===== src/sv/pal_pkg.sv =====
package pal_pkg;

    localparam int CAPACITY   = 64;
    localparam int DATA_WIDTH = 32;
    localparam int ADDR_W     = $clog2(CAPACITY);
    localparam int CMD_W      = 3;
    localparam int POS_W      = 7;
    localparam int CNT_W      = 7;

    typedef enum logic [CMD_W-1:0] {
        CMD_INSERT = 3'd0,
        CMD_DELETE = 3'd1,
        CMD_FIND   = 3'd2,
        CMD_MODIFY = 3'd3,
        CMD_READ   = 3'd4,
        CMD_CLEAR  = 3'd5
    } cmd_t;

    typedef enum logic [1:0] {
        ST_IDLE,
        ST_WALK,
        ST_PUT,
        ST_DONE
    } state_t;

    typedef struct packed {
        logic                  we;
        logic [ADDR_W-1:0]     waddr;
        logic [DATA_WIDTH-1:0] wdata;
        logic                  re;
        logic [ADDR_W-1:0]     raddr;
    } mem_req_t;

    typedef struct packed {
        logic                  status;
        logic [POS_W-1:0]      found;
        logic [DATA_WIDTH-1:0] rd;
        logic [CNT_W-1:0]      len;
    } result_t;

endpackage


===== src/sv/pal_ram.sv =====
module pal_ram #(
    parameter int WIDTH = 32,
    parameter int DEPTH = 64
) (
    input  logic                     aclk,
    input  logic                     we,
    input  logic [$clog2(DEPTH)-1:0] waddr,
    input  logic [WIDTH-1:0]         wdata,
    input  logic                     re,
    input  logic [$clog2(DEPTH)-1:0] raddr,
    output logic [WIDTH-1:0]         rdata
);

    logic [WIDTH-1:0] mem_reg [DEPTH];
    logic [WIDTH-1:0] rdata_reg;

    always_ff @(posedge aclk) begin
        if (we) begin
            mem_reg[waddr] <= wdata;
        end
        if (re) begin
            rdata_reg <= mem_reg[raddr];
        end
    end

    assign rdata = rdata_reg;

endmodule


===== src/sv/pal_ctrl.sv =====
module pal_ctrl (
    input  logic                               aclk,
    input  logic                               aresetn,
    input  logic                               in_valid,
    output logic                               in_ready,
    input  logic [pal_pkg::CMD_W-1:0]          in_cmd,
    input  logic [pal_pkg::POS_W-1:0]          in_pos,
    input  logic [pal_pkg::DATA_WIDTH-1:0]     in_val,
    output pal_pkg::mem_req_t                  mem_req,
    input  logic [pal_pkg::DATA_WIDTH-1:0]     mem_rdata,
    output logic                               res_valid,
    input  logic                               res_ready,
    output pal_pkg::result_t                   res
);

    localparam int AW = pal_pkg::ADDR_W;
    localparam int PW = pal_pkg::POS_W;
    localparam int CW = pal_pkg::CNT_W;
    localparam int DW = pal_pkg::DATA_WIDTH;

    pal_pkg::state_t state_reg, state_next;

    logic [CW-1:0]             cnt_reg, cnt_next;
    logic [pal_pkg::CMD_W-1:0] cmd_reg, cmd_next;
    logic [DW-1:0]             val_reg, val_next;
    logic [AW-1:0]             put_reg, put_next;
    logic [AW-1:0]             idx_reg, idx_next;
    logic [AW-1:0]             last_reg, last_next;
    logic                      more_reg, more_next;
    logic                      pend_reg, pend_next;
    logic [PW-1:0]             dst_reg, dst_next;
    logic                      status_reg, status_next;
    logic [PW-1:0]             found_reg, found_next;
    logic [DW-1:0]             rd_reg, rd_next;

    // command decode, evaluated against the current length
    pal_pkg::state_t dec_go;
    logic            dec_status;
    logic [CW-1:0]   dec_cnt;
    logic [AW-1:0]   dec_idx;
    logic [AW-1:0]   dec_last;
    logic [AW-1:0]   dec_put;
    logic [CW:0]     cnt_plus;
    logic [PW-1:0]   pos_m1;
    logic [CW-1:0]   cnt_m1;
    logic            pos_in_list;
    logic            ins_ok;

    logic accept;
    logic shifting;
    logic hit;
    logic rd_cap;
    logic walk_end;

    assign accept      = in_valid && in_ready;
    assign cnt_plus    = {1'b0, cnt_reg} + (CW+1)'(1);
    assign pos_m1      = in_pos - PW'(1);
    assign cnt_m1      = cnt_reg - CW'(1);
    assign pos_in_list = (in_pos != '0) && (in_pos <= cnt_reg);
    assign ins_ok      = (cnt_reg < CW'(pal_pkg::CAPACITY)) && (in_pos != '0)
                         && ({1'b0, in_pos} <= cnt_plus);

    always_comb begin
        dec_go     = pal_pkg::ST_DONE;
        dec_status = 1'b1;
        dec_cnt    = cnt_reg;
        dec_idx    = AW'(pos_m1);
        dec_last   = AW'(pos_m1);
        dec_put    = AW'(pos_m1);
        unique case (in_cmd)
            pal_pkg::CMD_INSERT: begin
                if (ins_ok) begin
                    dec_status = 1'b0;
                    dec_cnt    = cnt_plus[CW-1:0];
                    if ({1'b0, in_pos} == cnt_plus) begin
                        dec_go = pal_pkg::ST_PUT;
                    end else begin
                        dec_go  = pal_pkg::ST_WALK;
                        dec_idx = AW'(cnt_m1);
                    end
                end
            end
            pal_pkg::CMD_DELETE: begin
                if (pos_in_list) begin
                    dec_status = 1'b0;
                    dec_cnt    = cnt_m1;
                    if (in_pos != cnt_reg) begin
                        dec_go   = pal_pkg::ST_WALK;
                        dec_idx  = AW'(in_pos);
                        dec_last = AW'(cnt_m1);
                    end
                end
            end
            pal_pkg::CMD_FIND: begin
                if (cnt_reg != '0) begin
                    dec_status = 1'b0;
                    dec_go     = pal_pkg::ST_WALK;
                    dec_idx    = '0;
                    dec_last   = AW'(cnt_m1);
                end
            end
            pal_pkg::CMD_MODIFY: begin
                if (pos_in_list) begin
                    dec_status = 1'b0;
                    dec_go     = pal_pkg::ST_PUT;
                end
            end
            pal_pkg::CMD_READ: begin
                if (pos_in_list) begin
                    dec_status = 1'b0;
                    dec_go     = pal_pkg::ST_WALK;
                end
            end
            pal_pkg::CMD_CLEAR: begin
                dec_status = 1'b0;
                dec_cnt    = '0;
            end
            default: begin
                dec_status = 1'b1;
            end
        endcase
    end

    // walk: one RAM read per cycle, data used (compared or written back) in the cycle after its read
    assign shifting = (cmd_reg == pal_pkg::CMD_INSERT) || (cmd_reg == pal_pkg::CMD_DELETE);
    assign hit      = pend_reg && (cmd_reg == pal_pkg::CMD_FIND) && (mem_rdata == val_reg);
    assign rd_cap   = pend_reg && (cmd_reg == pal_pkg::CMD_READ);
    assign walk_end = hit || rd_cap || (!more_reg && !pend_reg);

    always_comb begin
        state_next = state_reg;
        unique case (state_reg)
            pal_pkg::ST_IDLE: begin
                if (in_valid) begin
                    state_next = dec_go;
                end
            end
            pal_pkg::ST_WALK: begin
                if (walk_end) begin
                    state_next = (cmd_reg == pal_pkg::CMD_INSERT) ? pal_pkg::ST_PUT
                                                                  : pal_pkg::ST_DONE;
                end
            end
            pal_pkg::ST_PUT: begin
                state_next = pal_pkg::ST_DONE;
            end
            pal_pkg::ST_DONE: begin
                if (res_ready) begin
                    state_next = pal_pkg::ST_IDLE;
                end
            end
            default: begin
                state_next = pal_pkg::ST_IDLE;
            end
        endcase
    end

    always_comb begin
        in_ready   = (state_reg == pal_pkg::ST_IDLE);
        res_valid  = (state_reg == pal_pkg::ST_DONE);
        res.status = status_reg;
        res.found  = found_reg;
        res.rd     = rd_reg;
        res.len    = cnt_reg;
        mem_req    = '0;
        unique case (state_reg)
            pal_pkg::ST_WALK: begin
                if (pend_reg && shifting) begin
                    mem_req.we    = 1'b1;
                    mem_req.waddr = dst_reg[AW-1:0];
                    mem_req.wdata = mem_rdata;
                end
                if (!hit && !rd_cap && more_reg) begin
                    mem_req.re    = 1'b1;
                    mem_req.raddr = idx_reg;
                end
            end
            pal_pkg::ST_PUT: begin
                mem_req.we    = 1'b1;
                mem_req.waddr = put_reg;
                mem_req.wdata = val_reg;
            end
            default: begin
                mem_req = '0;
            end
        endcase
    end

    always_comb begin
        cnt_next    = cnt_reg;
        cmd_next    = cmd_reg;
        val_next    = val_reg;
        put_next    = put_reg;
        idx_next    = idx_reg;
        last_next   = last_reg;
        more_next   = more_reg;
        pend_next   = pend_reg;
        dst_next    = dst_reg;
        status_next = status_reg;
        found_next  = found_reg;
        rd_next     = rd_reg;
        if (accept) begin
            cmd_next    = in_cmd;
            val_next    = in_val;
            put_next    = dec_put;
            idx_next    = dec_idx;
            last_next   = dec_last;
            more_next   = 1'b1;
            pend_next   = 1'b0;
            status_next = dec_status;
            found_next  = '0;
            rd_next     = '0;
            cnt_next    = dec_cnt;
        end else if (state_reg == pal_pkg::ST_WALK) begin
            if (hit) begin
                found_next = dst_reg;
                pend_next  = 1'b0;
                more_next  = 1'b0;
            end else if (rd_cap) begin
                rd_next   = mem_rdata;
                pend_next = 1'b0;
            end else if (more_reg) begin
                pend_next = 1'b1;
                dst_next  = (cmd_reg == pal_pkg::CMD_DELETE) ? PW'(idx_reg) - PW'(1)
                                                             : PW'(idx_reg) + PW'(1);
                idx_next  = (cmd_reg == pal_pkg::CMD_INSERT) ? idx_reg - AW'(1)
                                                             : idx_reg + AW'(1);
                more_next = (idx_reg != last_reg);
            end else begin
                pend_next = 1'b0;
            end
        end
    end

    always_ff @(posedge aclk) begin
        if (!aresetn) begin
            state_reg <= pal_pkg::ST_IDLE;
            cnt_reg   <= '0;
            more_reg  <= 1'b0;
            pend_reg  <= 1'b0;
        end else begin
            state_reg <= state_next;
            cnt_reg   <= cnt_next;
            more_reg  <= more_next;
            pend_reg  <= pend_next;
        end
    end

    always_ff @(posedge aclk) begin
        cmd_reg    <= cmd_next;
        val_reg    <= val_next;
        put_reg    <= put_next;
        idx_reg    <= idx_next;
        last_reg   <= last_next;
        dst_reg    <= dst_next;
        status_reg <= status_next;
        found_reg  <= found_next;
        rd_reg     <= rd_next;
    end

endmodule


===== src/sv/positional_array_list_core.sv =====
// channel | direction | handshake          | payload
// s_      | in        | s_valid / s_ready  | s_command, s_position, s_value
// m_      | out       | m_valid / m_ready  | m_status, m_found_position, m_read_value,
//         |           |                    | m_list_length
//
// One command at a time. A walk is bound by the entry RAM's single read port: it
// reads one entry a cycle. Reset clears the length and control state; the entry
// RAM is not swept. A result waits in the output register; the next command is taken
// while it waits, and a finished command holds in its done state until the output
// register frees up.
module positional_array_list_core (
    input  logic                                   aclk,
    input  logic                                   aresetn,
    input  logic                                   s_valid,
    output logic                                   s_ready,
    input  logic [pal_pkg::CMD_W-1:0]              s_command,
    input  logic [pal_pkg::POS_W-1:0]              s_position,
    input  logic signed [pal_pkg::DATA_WIDTH-1:0]  s_value,
    output logic                                   m_valid,
    input  logic                                   m_ready,
    output logic                                   m_status,
    output logic [pal_pkg::POS_W-1:0]              m_found_position,
    output logic signed [pal_pkg::DATA_WIDTH-1:0]  m_read_value,
    output logic [pal_pkg::CNT_W-1:0]              m_list_length
);

    pal_pkg::mem_req_t                mem_req;
    logic [pal_pkg::DATA_WIDTH-1:0]   mem_rdata;
    pal_pkg::result_t                 res;
    logic                             res_valid;
    logic                             res_ready;

    logic             out_valid_reg, out_valid_next;
    pal_pkg::result_t out_reg, out_next;

    pal_ctrl u_ctrl (
        .aclk      (aclk),
        .aresetn   (aresetn),
        .in_valid  (s_valid),
        .in_ready  (s_ready),
        .in_cmd    (s_command),
        .in_pos    (s_position),
        .in_val    (s_value),
        .mem_req   (mem_req),
        .mem_rdata (mem_rdata),
        .res_valid (res_valid),
        .res_ready (res_ready),
        .res       (res)
    );

    pal_ram #(
        .WIDTH (pal_pkg::DATA_WIDTH),
        .DEPTH (pal_pkg::CAPACITY)
    ) u_entries (
        .aclk  (aclk),
        .we    (mem_req.we),
        .waddr (mem_req.waddr),
        .wdata (mem_req.wdata),
        .re    (mem_req.re),
        .raddr (mem_req.raddr),
        .rdata (mem_rdata)
    );

    assign res_ready = !out_valid_reg || m_ready;

    always_comb begin
        out_next       = out_reg;
        out_valid_next = out_valid_reg;
        if (res_valid && res_ready) begin
            out_next       = res;
            out_valid_next = 1'b1;
        end else if (m_ready) begin
            out_valid_next = 1'b0;
        end
    end

    always_ff @(posedge aclk) begin
        if (!aresetn) begin
            out_valid_reg <= 1'b0;
        end else begin
            out_valid_reg <= out_valid_next;
        end
    end

    always_ff @(posedge aclk) begin
        out_reg <= out_next;
    end

    assign m_valid          = out_valid_reg;
    assign m_status         = out_reg.status;
    assign m_found_position = out_reg.found;
    assign m_read_value     = out_reg.rd;
    assign m_list_length    = out_reg.len;

endmodule


===== config.mk =====
export PLATFORM = sky130hd
export DESIGN_NAME = positional_array_list_core
export DESIGN_NICKNAME = d
export VERILOG_FILES = /design/src/sv/pal_pkg.sv /design/src/sv/pal_ram.sv /design/src/sv/pal_ctrl.sv /design/src/sv/positional_array_list_core.sv
export SDC_FILE = /design/constraint.sdc
export NUM_CORES = 2
export LEC_CHECK = 0
export BUFFER_PORTS_ARGS = -buffer_cell sky130_fd_sc_hd__buf_2
export CAP_MARGIN = 10
export CORE_MARGIN = 10
export CORE_UTILIZATION = 45
export CTS_BUF_LIST = sky130_fd_sc_hd__clkbuf_4
export DETAILED_ROUTE_END_ITERATION = 10
export GPL_ROUTABILITY_DRIVEN = 0
export GPL_TIMING_DRIVEN = 0
export HOLD_SLACK_MARGIN = 0.05
export PLACE_DENSITY = 0.64
export SLEW_MARGIN = 15
export SYNTH_ARGS = -nofsm -noshare
export SYNTH_HDL_FRONTEND = slang
export SYNTH_SLANG_ARGS = --single-unit

===== constraint.sdc =====
create_clock -name aclk -period 10.38 [get_ports aclk]
set_clock_uncertainty 0.1 [all_clocks]
set_input_delay 0.519 -clock aclk [delete_from_list [all_inputs] [get_ports aclk]]
set_output_delay 0.519 -clock aclk [all_outputs]
set_load 0.005 [all_outputs]

==> results.cfg <==
[worst_setup_path]
start_kind = flip-flop
critPathArrivalTime_ns = 7.06
worstPathRequired_ns = 11.32
critPathSlowestCell = xnor2_1
crit_path_end_kind = flip-flop
crit_start = u_entries.rdata[30]
reg2regPathDepth = 11
path_class = flip-flop to flip-flop
timing.critical_path.mode_cell = nand2_1
path_max_fanout = 35
path_cells = xnor2_1, nand4_1, nor4_2, nand3_2, nand2_1, inv_2, nand2_1, clkbuf_1, o21ai_0, nand2b_1, a32o_1
cpPeakStageDelay_ns = 0.80
r2r_end = u_entries.rdata[16]
reg2reg_from = u_entries.rdata[30]
r2r_setup_slack_ns = 4.25

[drt]
vias = 52500
drt_iter0_drc = 7029
dr.pass1.iters = 10
drc = 0
wl_per_cell_um = 29.88
wl_mm = 258.9
vias_per_cell = 6.060
ant_nets = 0

[flow_run]
drv_cap = 0

[sta]
worstMarginPinSlew_ns = 1.371
rsz0062_at_grt = false
finalMaxSlewViolations = 0
clock.fmax_mhz = 163.2
setup_viol = 0
period_share_pct = 59.02
slew_headroom_pct = 8.613
finalSetupTns_ns = 0
finalHoldViolCount = 0
fin_crit_ns = 6.127

[grt]
grt_max_degree = 45
antenna_found_initial = 16
grt-ovfl-total = 0
grt_pass1_wl_mm = 365.1
grt_usage_pct = 23.94
grt_pass1_vias = 52570

[yosys]
syn-num-nets = 4925
yosys.area_share.simple_pct = 3.594
synth_edf_count = 2188
syn_area_per_cell_um2 = 17.84
synth_adder_area_share_pct = 0.5095
synth_xor_area_share_pct = 0.6180
synth_area_um2 = 86450
synth_top_family_by_area = compound AO/OA/AOI/OAI gates
ys_ff_latch = 2239
synth_cell_types = 71
synthMuxAreaShare_pct = 7.413
postSynthCellCount = 4845
synth_compound_area_share_pct = 9.024
ys_warn_count = 0
ys_seq_area_share_pct = 77.18
ys.flop_type = edfxtp_1
ys_async_sr_fraction_pct = 0

[layout]
stdcell_count = 8663
largest_reg_flops = 2048
final_util_pct = 53.27
drive_above_1_share_pct = 25.65
finalNetCount = 5825
syn2layout_area_growth_pct = 17.44

[cts]
clk_latency_ns = 1.37
cts_num_sinks = 2239
cts_made_buffers = 583
tritoncts = yes
postCtsSetupBuffers = 0
htree_levels = 6
cts_resized = 0
cts_root_buf = clkbuf_4
path_clk_slew_ns = 0.08
cts_buffer_depth = 4

[die]
core_um2 = 190600
start_util_pct = 45.36
die_x_um = 458.3
rows = 160
dieHeight_um = 458.3
ios = 95
die_area_um2 = 210000

[power_and_ir_drop]
cellLeakagePower_nw = 32.88
vdd_drop_max_uv = 117.8
cellPowerDensity_nw_per_um2 = 227.9

[place]
dp_hpwl_mm = 181.9
io_buffers = 93
placed_cells = 7578

[outcome]
status = finished clean

[worst_hold_path]
hold_path_depth = 5
hold_path.class = primary input to flip-flop
hp-start = s_valid
min_to = u_ctrl.rd_reg[31]
placed cells by master (no fill, tap or decap), types with 89 or more instances in the layout:
cell type | synthesis | layout
a21oi_1 | 166 | 166
buf_12 | 0 | 96
buf_2 | 79 | 174
clkbuf_1 | 197 | 196
clkbuf_4 | 0 | 834
clkinv_1 | 0 | 102
dlygate4sd3_1 | 0 | 93
edfxtp_1 | 2188 | 2188
mux2_2 | 96 | 96
mux2i_1 | 98 | 98
mux4_2 | 193 | 193
nand2_1 | 155 | 155
nand3_1 | 89 | 89
nor2_1 | 167 | 103
nor3_1 | 114 | 114
o21ai_0 | 188 | 188
o221ai_1 | 96 | 96
o22ai_1 | 170 | 170
worst max-delay path, delay by kind of cell, from the launching register on:
kind,cells,cell delay (ns)
xor+xnor,1,0.80
compound gates,2,0.72
flops,1,0.49
buf+inv,2,0.93
simple gates,6,2.68
routing by layer:
layer / track usage [%] / routed length (um)
met5: 0.5655 / 191
met4: 13.21 / 15440
met3: 8.226 / 30710
met2: 36.53 / 117700
met1: 29.94 / 94820
cell type report:
class | count | area [um^2]
plain buffers | 317 | 1310
clock inverters | 140 | 684.4
repair buffers | 315 | 4202
fillers | 15170 | 89060
multi-input cells | 2254 | 19030
well taps | 2511 | 3142
diodes | 19 | 47.55
inverters | 35 | 131.4
clock buffers | 833 | 6254
flip-flops and latches | 2239 | 66720
stage by stage:
step	instance area [um^2]	power [mW]	hold WS (ns)	setup slack (ns)
4_1_cts	101500	23.11	0.1171	4.886
3_3_place_gp	90060	15.49	0.3133	1.883
6_report	101500	23.14	0.2497	4.253
2_1_floorplan	86450	13.55	0.3003	6.528
3_5_place_dp	93610	15.84	0.3197	4.895
5_1_grt	101500	23.95	0.1853	4.422
worst max-delay path by stage:
stage	to	slack (ns)
finish	u_entries.rdata[16]	4.25
global route	u_entries.rdata[18]	4.42
CTS	u_entries.rdata[18]	4.89
detailed placement	u_entries.rdata[15]	4.89
global placement	u_entries.mem_reg[35][13]	1.88
floorplan	u_entries.mem_reg[0][0]	6.53
report_power, final:
| group | internal, mW | switching [mW] |
|---|---|---|
| Clock | 3.79 | 3.53 |
| Combinational | 1.79 | 3.40 |
| Sequential | 10.5 | 0.142 |
cell families after synthesis:
family / after synthesis
multiplexers: 387
XOR/XNOR: 61
adder cells (fa/ha/maj): 34
buffers and inverters: 352
flip-flops: 2239
AND/OR/NAND/NOR: 660
AO/OA/AOI/OAI: 1112
cell usage after synthesis (9+ instances only):
library cell | number | area share [%]
a22oi_1 | 41 | 0.36
o22ai_1 | 170 | 1.2
mux2i_1 | 98 | 1.1
o21ai_1 | 25 | 0.14
o2111ai_1 | 30 | 0.30
and3_1 | 10 | 0.072
mux4_2 | 193 | 5.0
xnor2_1 | 56 | 0.57
nor3_1 | 114 | 0.66
nor2b_1 | 40 | 0.29
o22a_1 | 30 | 0.30
a32o_1 | 33 | 0.38
nand3_1 | 89 | 0.52
a222oi_1 | 30 | 0.35
o21bai_1 | 31 | 0.27
a211oi_1 | 33 | 0.29
a221oi_1 | 64 | 0.65
a21oi_1 | 166 | 0.96
buf_2 | 79 | 0.46
nor2_1 | 167 | 0.73
buf_1 | 38 | 0.16
nand2b_1 | 31 | 0.22
a211o_1 | 33 | 0.33
a221o_1 | 32 | 0.37
or3_1 | 15 | 0.11
o21ai_0 | 188 | 1.1
nand4_1 | 13 | 0.094
inv_1 | 33 | 0.14
nand2_1 | 155 | 0.67
edfxtp_1 | 2188 | 76
dfxtp_1 | 51 | 1.2
a21o_1 | 9 | 0.078
o31a_1 | 33 | 0.33
clkbuf_1 | 197 | 0.86
mux2_2 | 96 | 1.3
o31ai_1 | 30 | 0.26
o221ai_1 | 96 | 0.97
ha_1 | 32 | 0.46
timing repair:
| action | 4_1_cts | 5_1_grt |
|---|---|---|
| endpoints found under the hold margin | 134 | 0 |
| hold buffers | 93 | 0 |
| setup endpoints to repair | 0 | 0 |
Note: power is estimated with default switching activity, not from simulation.
